==> config.mk <==
export PLATFORM = sky130hd
export DESIGN_NAME = md5_message_digest
export DESIGN_NICKNAME = d
export VERILOG_FILES = /design/src/rtl/core/md5_pkg.sv /design/src/rtl/core/md5_front.sv /design/src/rtl/core/md5_fifo.sv /design/src/rtl/core/md5_back.sv /design/src/rtl/core/md5_message_digest.sv
export SDC_FILE = /design/constraint.sdc
export NUM_CORES = 2
export LEC_CHECK = 0
export ABC_AREA = 1
export BUFFER_PORTS_ARGS = -buffer_cell sky130_fd_sc_hd__buf_2
export CORE_ASPECT_RATIO = 0.9
export CORE_UTILIZATION = 35
export DETAILED_ROUTE_END_ITERATION = 8
export PLACE_DENSITY_LB_ADDON = 0.25
export SLEW_MARGIN = 25
export SYNTH_ARGS = -nofsm -noshare
export SYNTH_HDL_FRONTEND = slang
export SYNTH_SLANG_ARGS = --single-unit
==> constraint.sdc <==
create_clock -name clk -period 7.1 [get_ports clk]
set_clock_uncertainty 0.05 [all_clocks]
set_input_delay 1.065 -clock clk [delete_from_list [all_inputs] [get_ports clk]]
set_output_delay 1.065 -clock clk [all_outputs]
set_load 0.02 [all_outputs]
==> src/rtl/core/md5_pkg.sv <==
// Shared types, constants and round functions of the MD5 digest block.
package md5_pkg;

    localparam int QUEUE_DEPTH = 4;

    localparam logic OP_ABSORB = 1'b0;
    localparam logic OP_FINISH = 1'b1;

    localparam logic [31:0] IV_A = 32'h67452301;
    localparam logic [31:0] IV_B = 32'hefcdab89;
    localparam logic [31:0] IV_C = 32'h98badcfe;
    localparam logic [31:0] IV_D = 32'h10325476;

    localparam logic [7:0] PAD_MARK  = 8'h80;
    localparam logic [5:0] LEN_SLOT  = 6'd56;
    localparam logic [5:0] LAST_SLOT = 6'd63;

    typedef struct packed {
        logic [7:0] data;
        logic       last_byte;
    } md5_byte_t;

    localparam logic [31:0] ROUND_K [64] = '{
        32'hd76aa478, 32'he8c7b756, 32'h242070db, 32'hc1bdceee,
        32'hf57c0faf, 32'h4787c62a, 32'ha8304613, 32'hfd469501,
        32'h698098d8, 32'h8b44f7af, 32'hffff5bb1, 32'h895cd7be,
        32'h6b901122, 32'hfd987193, 32'ha679438e, 32'h49b40821,
        32'hf61e2562, 32'hc040b340, 32'h265e5a51, 32'he9b6c7aa,
        32'hd62f105d, 32'h02441453, 32'hd8a1e681, 32'he7d3fbc8,
        32'h21e1cde6, 32'hc33707d6, 32'hf4d50d87, 32'h455a14ed,
        32'ha9e3e905, 32'hfcefa3f8, 32'h676f02d9, 32'h8d2a4c8a,
        32'hfffa3942, 32'h8771f681, 32'h6d9d6122, 32'hfde5380c,
        32'ha4beea44, 32'h4bdecfa9, 32'hf6bb4b60, 32'hbebfbc70,
        32'h289b7ec6, 32'heaa127fa, 32'hd4ef3085, 32'h04881d05,
        32'hd9d4d039, 32'he6db99e5, 32'h1fa27cf8, 32'hc4ac5665,
        32'hf4292244, 32'h432aff97, 32'hab9423a7, 32'hfc93a039,
        32'h655b59c3, 32'h8f0ccc92, 32'hffeff47d, 32'h85845dd1,
        32'h6fa87e4f, 32'hfe2ce6e0, 32'ha3014314, 32'h4e0811a1,
        32'hf7537e82, 32'hbd3af235, 32'h2ad7d2bb, 32'heb86d391
    };

    localparam logic [4:0] ROT_AMT [16] = '{
        5'd7, 5'd12, 5'd17, 5'd22, 5'd5, 5'd9,  5'd14, 5'd20,
        5'd4, 5'd11, 5'd16, 5'd23, 5'd6, 5'd10, 5'd15, 5'd21
    };

    // message word used by round r
    function automatic logic [3:0] msg_index(input logic [5:0] r);
        logic [3:0] n;
        logic [3:0] idx;
        n = r[3:0];
        case (r[5:4])
            2'd0:    idx = n;
            2'd1:    idx = 4'(n * 4'd5 + 4'd1);
            2'd2:    idx = 4'(n * 4'd3 + 4'd5);
            2'd3:    idx = 4'(n * 4'd7);
            default: idx = n;
        endcase
        return idx;
    endfunction

    function automatic logic [31:0] round_f(input logic [1:0] phase, input logic [31:0] b,
                                            input logic [31:0] c, input logic [31:0] d);
        logic [31:0] f;
        case (phase)
            2'd0:    f = (b & c) | (~b & d);
            2'd1:    f = (b & d) | (c & ~d);
            2'd2:    f = b ^ c ^ d;
            2'd3:    f = c ^ (b | ~d);
            default: f = b ^ c ^ d;
        endcase
        return f;
    endfunction

    function automatic logic [31:0] rotl(input logic [31:0] x, input logic [4:0] s);
        logic [63:0] t;
        t = {x, x} << s;
        return t[63:32];
    endfunction

endpackage

==> src/rtl/core/md5_front.sv <==
// Front end: takes message items, counts length and generates the padding byte stream.
module md5_front (
    input  logic                    clk,
    input  logic                    rst_n,
    input  logic                    push,
    output logic                    full,
    input  logic                    op,
    input  logic [7:0]              data_byte,
    input  logic                    q_full,
    output logic                    q_push,
    output md5_pkg::md5_byte_t      q_entry
);

    typedef enum logic [1:0] {
        F_IDLE,
        F_ZERO,
        F_LEN
    } front_state_t;

    front_state_t state_reg;
    logic [5:0]   fill_reg;
    logic [60:0]  count_reg;
    logic [63:0]  len_reg;
    logic         take;

    always_comb
    begin
        full = (state_reg != F_IDLE) || q_full;
        take = push && !full;
        q_push = 1'b0;
        q_entry.data = 8'h00;
        q_entry.last_byte = 1'b0;
        case (state_reg)
            F_IDLE:
            begin
                q_push = take;
                q_entry.data = (op == md5_pkg::OP_FINISH) ? md5_pkg::PAD_MARK : data_byte;
            end
            F_ZERO:
            begin
                q_push = !q_full && (fill_reg != md5_pkg::LEN_SLOT);
            end
            F_LEN:
            begin
                // length goes out little endian, slot 56 carries the low byte
                q_push = !q_full;
                q_entry.data = len_reg[{fill_reg[2:0], 3'b000} +: 8];
                q_entry.last_byte = (fill_reg == md5_pkg::LAST_SLOT);
            end
            default:
            begin
                q_push = 1'b0;
            end
        endcase
    end

    always_ff @(posedge clk or negedge rst_n)
    begin
        if (!rst_n)
        begin
            state_reg <= F_IDLE;
            fill_reg  <= '0;
            count_reg <= '0;
            len_reg   <= '0;
        end
        else
        begin
            if (q_push)
                fill_reg <= fill_reg + 6'd1;
            case (state_reg)
                F_IDLE:
                begin
                    if (take)
                    begin
                        if (op == md5_pkg::OP_FINISH)
                        begin
                            len_reg   <= {count_reg, 3'b000};
                            count_reg <= '0;
                            state_reg <= F_ZERO;
                        end
                        else
                        begin
                            count_reg <= count_reg + 61'd1;
                        end
                    end
                end
                F_ZERO:
                begin
                    if (fill_reg == md5_pkg::LEN_SLOT)
                        state_reg <= F_LEN;
                end
                F_LEN:
                begin
                    if (q_push && q_entry.last_byte)
                        state_reg <= F_IDLE;
                end
                default:
                begin
                    state_reg <= F_IDLE;
                end
            endcase
        end
    end

endmodule

==> src/rtl/core/md5_fifo.sv <==
// Byte queue between the front end and the compression engine.
module md5_fifo #(
    parameter int DEPTH = md5_pkg::QUEUE_DEPTH
) (
    input  logic                    clk,
    input  logic                    rst_n,
    input  logic                    wr,
    input  md5_pkg::md5_byte_t      wr_entry,
    output logic                    full,
    input  logic                    rd,
    output md5_pkg::md5_byte_t      rd_entry,
    output logic                    empty
);

    localparam int PTR_W = (DEPTH > 1) ? $clog2(DEPTH) : 1;
    localparam int CNT_W = $clog2(DEPTH + 1);
    localparam logic [PTR_W-1:0] PTR_LAST = PTR_W'(DEPTH - 1);

    md5_pkg::md5_byte_t entries [DEPTH];
    logic [PTR_W-1:0]   head_reg;
    logic [PTR_W-1:0]   tail_reg;
    logic [CNT_W-1:0]   count_reg;
    logic               wr_en;
    logic               rd_en;

    assign full     = (count_reg == CNT_W'(DEPTH));
    assign empty    = (count_reg == '0);
    assign wr_en    = wr && !full;
    assign rd_en    = rd && !empty;
    assign rd_entry = entries[head_reg];

    always_ff @(posedge clk)
    begin
        if (wr_en)
            entries[tail_reg] <= wr_entry;
    end

    always_ff @(posedge clk or negedge rst_n)
    begin
        if (!rst_n)
        begin
            head_reg  <= '0;
            tail_reg  <= '0;
            count_reg <= '0;
        end
        else
        begin
            if (wr_en)
                tail_reg <= (tail_reg == PTR_LAST) ? '0 : tail_reg + PTR_W'(1);
            if (rd_en)
                head_reg <= (head_reg == PTR_LAST) ? '0 : head_reg + PTR_W'(1);
            if (wr_en && !rd_en)
                count_reg <= count_reg + CNT_W'(1);
            else if (rd_en && !wr_en)
                count_reg <= count_reg - CNT_W'(1);
        end
    end

endmodule

==> src/rtl/core/md5_back.sv <==
// Back end: block buffer, one-round-per-cycle compression and the digest output stage.
module md5_back (
    input  logic                    clk,
    input  logic                    rst_n,
    input  logic                    q_empty,
    output logic                    q_pop,
    input  md5_pkg::md5_byte_t      q_entry,
    output logic                    empty,
    input  logic                    pop,
    output logic [31:0]             digest_word,
    output logic [1:0]              word_index,
    output logic                    last_word
);

    typedef enum logic [1:0] {
        B_LOAD,
        B_PREP,
        B_ROUND,
        B_SUM
    } back_state_t;

    back_state_t state_reg;
    logic [5:0]  byte_cnt_reg;
    logic [23:0] acc_reg;
    logic        final_reg;
    logic [5:0]  round_reg;
    logic [31:0] a_reg;
    logic [31:0] b_reg;
    logic [31:0] c_reg;
    logic [31:0] d_reg;
    logic [31:0] chain_reg [4];
    logic [31:0] dig_reg [4];
    logic [1:0]  idx_reg;
    logic        dig_valid_reg;

    logic [31:0] wmem [16];
    logic [31:0] rd_data_reg;
    logic [3:0]  rd_addr;
    logic        mem_we;
    logic [31:0] wr_word;

    logic [31:0] f_val;
    logic [31:0] tmp_val;
    logic [31:0] b_new;
    logic [31:0] sum_val [4];

    always_comb
    begin
        q_pop   = (state_reg == B_LOAD) && !q_empty;
        mem_we  = q_pop && (byte_cnt_reg[1:0] == 2'd3);
        wr_word = {q_entry.data, acc_reg};
        // fetch one round ahead: the read data is registered
        rd_addr = md5_pkg::msg_index((state_reg == B_ROUND) ? round_reg + 6'd1 : 6'd0);
        f_val   = md5_pkg::round_f(round_reg[5:4], b_reg, c_reg, d_reg);
        tmp_val = a_reg + f_val + rd_data_reg + md5_pkg::ROUND_K[round_reg];
        b_new   = b_reg + md5_pkg::rotl(tmp_val,
                                        md5_pkg::ROT_AMT[{round_reg[5:4], round_reg[1:0]}]);
        sum_val[0] = chain_reg[0] + a_reg;
        sum_val[1] = chain_reg[1] + b_reg;
        sum_val[2] = chain_reg[2] + c_reg;
        sum_val[3] = chain_reg[3] + d_reg;
    end

    assign empty       = !dig_valid_reg;
    assign digest_word = dig_reg[0];
    assign word_index  = idx_reg;
    assign last_word   = (idx_reg == 2'd3);

    always_ff @(posedge clk)
    begin
        if (mem_we)
            wmem[byte_cnt_reg[5:2]] <= wr_word;
        rd_data_reg <= wmem[rd_addr];
    end

    always_ff @(posedge clk or negedge rst_n)
    begin
        if (!rst_n)
        begin
            state_reg     <= B_LOAD;
            byte_cnt_reg  <= '0;
            acc_reg       <= '0;
            final_reg     <= 1'b0;
            round_reg     <= '0;
            a_reg         <= '0;
            b_reg         <= '0;
            c_reg         <= '0;
            d_reg         <= '0;
            chain_reg[0]  <= md5_pkg::IV_A;
            chain_reg[1]  <= md5_pkg::IV_B;
            chain_reg[2]  <= md5_pkg::IV_C;
            chain_reg[3]  <= md5_pkg::IV_D;
            dig_reg[0]    <= '0;
            dig_reg[1]    <= '0;
            dig_reg[2]    <= '0;
            dig_reg[3]    <= '0;
            idx_reg       <= '0;
            dig_valid_reg <= 1'b0;
        end
        else
        begin
            // digest words leave through dig_reg[0], one per transfer
            if (pop && dig_valid_reg)
            begin
                dig_reg[0] <= dig_reg[1];
                dig_reg[1] <= dig_reg[2];
                dig_reg[2] <= dig_reg[3];
                idx_reg    <= idx_reg + 2'd1;
                if (idx_reg == 2'd3)
                    dig_valid_reg <= 1'b0;
            end

            case (state_reg)
                B_LOAD:
                begin
                    if (q_pop)
                    begin
                        acc_reg      <= {q_entry.data, acc_reg[23:8]};
                        byte_cnt_reg <= byte_cnt_reg + 6'd1;
                        if (q_entry.last_byte)
                            final_reg <= 1'b1;
                        if (byte_cnt_reg == md5_pkg::LAST_SLOT)
                        begin
                            a_reg     <= chain_reg[0];
                            b_reg     <= chain_reg[1];
                            c_reg     <= chain_reg[2];
                            d_reg     <= chain_reg[3];
                            state_reg <= B_PREP;
                        end
                    end
                end
                B_PREP:
                begin
                    round_reg <= '0;
                    state_reg <= B_ROUND;
                end
                B_ROUND:
                begin
                    a_reg     <= d_reg;
                    d_reg     <= c_reg;
                    c_reg     <= b_reg;
                    b_reg     <= b_new;
                    round_reg <= round_reg + 6'd1;
                    if (round_reg == 6'd63)
                        state_reg <= B_SUM;
                end
                B_SUM:
                begin
                    if (!final_reg)
                    begin
                        chain_reg[0] <= sum_val[0];
                        chain_reg[1] <= sum_val[1];
                        chain_reg[2] <= sum_val[2];
                        chain_reg[3] <= sum_val[3];
                        state_reg    <= B_LOAD;
                    end
                    else if (!dig_valid_reg)
                    begin
                        // message done: hand off digest, restart the chain
                        dig_reg[0]    <= sum_val[0];
                        dig_reg[1]    <= sum_val[1];
                        dig_reg[2]    <= sum_val[2];
                        dig_reg[3]    <= sum_val[3];
                        idx_reg       <= '0;
                        dig_valid_reg <= 1'b1;
                        chain_reg[0]  <= md5_pkg::IV_A;
                        chain_reg[1]  <= md5_pkg::IV_B;
                        chain_reg[2]  <= md5_pkg::IV_C;
                        chain_reg[3]  <= md5_pkg::IV_D;
                        final_reg     <= 1'b0;
                        state_reg     <= B_LOAD;
                    end
                end
                default:
                begin
                    state_reg <= B_LOAD;
                end
            endcase
        end
    end

endmodule

==> src/rtl/core/md5_message_digest.sv <==
// MD5 digest engine: byte in, four digest words out per message.
// Flow: each 64-byte block is loaded byte by byte while the queue has bytes, then goes
// through one fetch, 64 rounds of the single round unit and one chaining add; no new
// bytes are taken until that block is done. A finish item yields padding bytes up to
// the block end, then one block compression, after which the first digest word shows.
// Reset (rst_n, asynchronous): queue emptied, length and fill cleared, chain set to IV.
module md5_message_digest #(
    parameter int QUEUE_DEPTH = md5_pkg::QUEUE_DEPTH
) (
    input  logic        clk,
    input  logic        rst_n,
    input  logic        push,
    output logic        full,
    input  logic        op,
    input  logic [7:0]  data_byte,
    output logic        empty,
    input  logic        pop,
    output logic [31:0] digest_word,
    output logic [1:0]  word_index,
    output logic        last_word
);

    logic               fq_push;
    logic               fq_full;
    logic               fq_pop;
    logic               fq_empty;
    md5_pkg::md5_byte_t fq_wr_entry;
    md5_pkg::md5_byte_t fq_rd_entry;

    md5_front u_front (
        .clk       (clk),
        .rst_n     (rst_n),
        .push      (push),
        .full      (full),
        .op        (op),
        .data_byte (data_byte),
        .q_full    (fq_full),
        .q_push    (fq_push),
        .q_entry   (fq_wr_entry)
    );

    md5_fifo #(
        .DEPTH (QUEUE_DEPTH)
    ) u_fifo (
        .clk      (clk),
        .rst_n    (rst_n),
        .wr       (fq_push),
        .wr_entry (fq_wr_entry),
        .full     (fq_full),
        .rd       (fq_pop),
        .rd_entry (fq_rd_entry),
        .empty    (fq_empty)
    );

    md5_back u_back (
        .clk         (clk),
        .rst_n       (rst_n),
        .q_empty     (fq_empty),
        .q_pop       (fq_pop),
        .q_entry     (fq_rd_entry),
        .empty       (empty),
        .pop         (pop),
        .digest_word (digest_word),
        .word_index  (word_index),
        .last_word   (last_word)
    );

endmodule

==> qor_table.md <==
| Quantity | Value |
|---|---|
| Final routed DRC violation total | 0 |
| Post-layout nets | 8711 |
| Count of cells along the worst register-to-register path | 50 |
| Longest individual stage delay on the worst path | 510 ps |
| Mean post-synth cell area | 8.512 sq um |
| Worst setup path category | register to register |
| Total of warnings raised by yosys | 0 |
| Clk sink count | 1143 |
| Capturing instance or port of the critical path | u_back.b_reg[26]$_DFFE_PN0P_ |
| Highest attainable clock frequency | 138.7 MHz |
| Area post-placement | 73570 sq um |
| Total routing usage reported by global routing | 0.2575 |
| Met1 layer wirelength in the final routing | 115.2 mm |
| Clock root buffer | clkbuf_16 |
| DR vias | 59029 |
| Wire length after detailed routing | 248.6 mm |
| Wire length on met3 | 14.20 mm |
| TritonCTS clock tree | built |
| Filler Cells Inserted | 18100 |
| Clock input transition at the sequential cells of the worst setup and hold paths | 60 ps |
| Most frequent CP cell | nand2_2 |
| Pin count of the biggest net entering global routing | 186 |
| Number of optimization iterations in the first detailed-route pass | 8 |
| Starting Density | 0.3521 |
| First-pass GRT wire length | 366.2 mm |
| Die Footprint | 188400 sq um |
| Startpoint of the worst register-to-register path | u_back.round_reg[0]$_DFFE_PN0P_ |
| Worst Hold Class | input port to async pin |
| CP Launch Point | u_back.round_reg[0]$_DFFE_PN0P_ |
| FF+latch count, synth | 1143 |
| Slack of the worst reg-to-reg path | -110 ps |
| Share of the clock period used by the worst path | 1.015 |
| Element type at the critical path end | register |
| Data required time of the critical path | 7700 ps |
| Data arrival time of the critical path | 7810 ps |
| Synthesis-to-finish area growth | 25.25% |
| Number of enable flip-flop cells after synthesis | 548 |
| Gate count of the mapped netlist | 7677 |
| Layout cell share with drive strength beyond 1 | 0.2160 |
| Cts bufs inserted | 131 |
| H-tree level count | 4 |
| Summed instance area of the synthesized netlist | 65350 sq um |
| CTS max path bufs | 3 |
| Final setup violation count | 12 |
| Critical path launch point type | register |
| Final ANT Viol Nets | 0 |
| Primary flip-flop cell chosen by synthesis mapping | edfxtp_1 |
| Number of slew-limit violations in the final report | 0 |
| Detailed-route vias per instance | 5.411 |
| 1st-iter DRT viols | 5754 |
| Count of port buffers added during placement | 49 |
| Placement Rows | 150 |
| Headroom to the max-slew limit | 0.2285 |
| Actual transition at the worst max-transition pin | 1145 ps |
| Final number of hold-violating endpoints | 0 |
| Initial antenna violation count | 10 |
| Outcome | finished, violations left |
| Vias in the first global route | 56253 |
| Max FO, Critical Path | 4 |
| Cell with the biggest individual delay on the critical path | fa_1 |
| Synthesized netlist net count | 8020 |
| Synth async-reset ratio | 0.4926 |
| Top metal layer carrying routed signals | met5 |
| Unrepaired setup endpoints after global routing | yes |
| IO Pins | 50 |
| Part of the Yosys area used for sequential elements | 0.4784 |
| Count of different cell masters after synthesis | 74 |
| Flip-flop count of the largest register after layout | 512 |
| Met2 routed WL | 110.7 mm |
| Final HPWL from detailed placement | 176.4 mm |
| Min setup slack post-route | -108.4 ps |
| Count of max-cap constraint violations | 0 |
| Total non-filler cell area in the finished layout | 81850 sq um |
| Average wire length per cell after detail routing | 22.79 microns |
| Violations in the final reports | setup timing |
| Weighted congestion at the end of routability-driven global placement | 1.022 |
| Worst-Skew Late Latency | 810 ps |
| Destination of the worst register-to-register timing path | u_back.b_reg[26]$_DFFE_PN0P_ |
| Minimum period implied by the final worst setup slack | 7208 ps |
| Die Width | 457.5 microns |
| Area inside the core boundary | 185600 sq um |
| GRT overflow | 0 |
| Die H | 411.9 microns |
## cells in the final DEF (no fill, tap or decap), types with 78 or more instances in the layout
cell type	synthesis	layout
a21oi_1	423	365
o211ai_1	211	211
o21ai_0	1055	958
nand2_2	0	98
clkbuf_16	0	135
nand2_1	1320	1199
buf_4	37	830
ha_1	259	207
edfxtp_1	548	548
dfrtp_1	499	494
inv_1	760	712
o22ai_1	96	88
o21ai_1	88	136
nor3_1	147	134
nor2_1	793	719
nand3_1	384	299
nand3_2	2	78
xor2_1	100	93
## cell families (layout without fill, tap and decap cells)
kind of cell    Yosys count  count (layout)  synth area share
flops                  1143            1143            0.4784
compound gates         2097            2097            0.1802
mux                       4               4         0.0006319
simple gates           2780            2780            0.1762
other cells               0               1                 0
xor+xnor                158             158           0.02146
fa+ha+maj               330             330           0.07134
buf+inv                1165            1964           0.07173
## per-stage QoR
stage / std cells / worst slack [ps] / hold WS [ps] / utilization / TNS, ps
after detailed placement: 10590 / -1006 / 411.1 / 0.3964 / -19680
after CTS: 10862 / -58.90 / 266.5 / 0.4302 / -423.8
after global routing: 10908 / -406.8 / 299.7 / 0.4409 / -5600
after floorplan: 7677 / 21.81 / 383.3 / - / 0
final: 10909 / -108.4 / 258.9 / 0.4410 / -745.0
after global placement: 10590 / -912.2 / 403.9 / 0.3963 / -17480
## cell type report
cell class / count / area (sq um) / area share
diodes: 1 / 2.502 / 0.00003057
clock buffers: 189 / 3719 / 0.04543
clock inverters: 52 / 918.4 / 0.01122
inverters: 780 / 2978 / 0.03638
multi-input cells: 5369 / 32430 / 0.3963
flip-flops and latches: 1143 / 31270 / 0.3821
well taps: 2432 / 3043 / 0.03718
repair buffers: 943 / 7482 / 0.09142
## worst min-delay path by stage
stage	from	end	slack [ps]
finish	rst_n	u_back.acc_reg[6]$_DFFE_PN0P_	260
global route	rst_n	u_back.acc_reg[6]$_DFFE_PN0P_	300
CTS	rst_n	u_back.acc_reg[6]$_DFFE_PN0P_	270
detailed placement	u_front.len_reg[29]$_DFFE_PN0P_	u_front.len_reg[29]$_DFFE_PN0P_	410
global placement	u_front.count_reg[41]$_DFFE_PN0P_	u_front.count_reg[41]$_DFFE_PN0P_	400
floorplan	u_front.count_reg[41]$_DFFE_PN0P_	u_front.count_reg[41]$_DFFE_PN0P_	380
## per-layer routing
layer	track usage	vias to the layer above
met4	0.08563	2
met5	0	-
met3	0.03359	322
met1	0.3689	29126
met2	0.4001	1813
li1	-	27766
## repair_timing
item / 4_1_cts / 5_1_grt
cloned: 0 / 2
pin swaps: 118 / 147
gates resized for setup: 359 / 417
hold buffers: 0 / 0
buffers inserted: 34 / 48
endpoints found under the hold margin: 0 / 0
endpoints found under the setup margin: 29 / 26
## synthesized netlist by cell type, types with 64 or more instances
| library cell | n | area (sq um) |
|---|---|---|
| a21oi_1 | 423 | 2117 |
| nand2_1 | 1320 | 4955 |
| o21ai_0 | 1055 | 5280 |
| dfrtp_1 | 499 | 12490 |
| o22ai_1 | 96 | 600.6 |
| edfxtp_1 | 548 | 16460 |
| fa_1 | 71 | 1421 |
| o21ai_1 | 88 | 440.4 |
| ha_1 | 259 | 3241 |
| clkbuf_1 | 257 | 964.7 |
| dfstp_2 | 64 | 1682 |
| o211ai_1 | 211 | 1584 |
| nor2_1 | 793 | 2977 |
| nand3_1 | 384 | 1922 |
| inv_1 | 760 | 2853 |
| nor3_1 | 147 | 735.7 |
| xor2_1 | 100 | 875.8 |
## critical path: cells and delay by family, from the launching register on
| family | cells | cell delay, ps |
|---|---|---|
| buf+inv | 11 | 1360 |
| flops | 1 | 440 |
| fa+ha+maj | 6 | 2110 |
| compound gates | 8 | 950 |
| simple gates | 25 | 2140 |
Power is not shown: default switching activity piles up to over one toggle a cycle in this logic, so the estimate is an artifact.
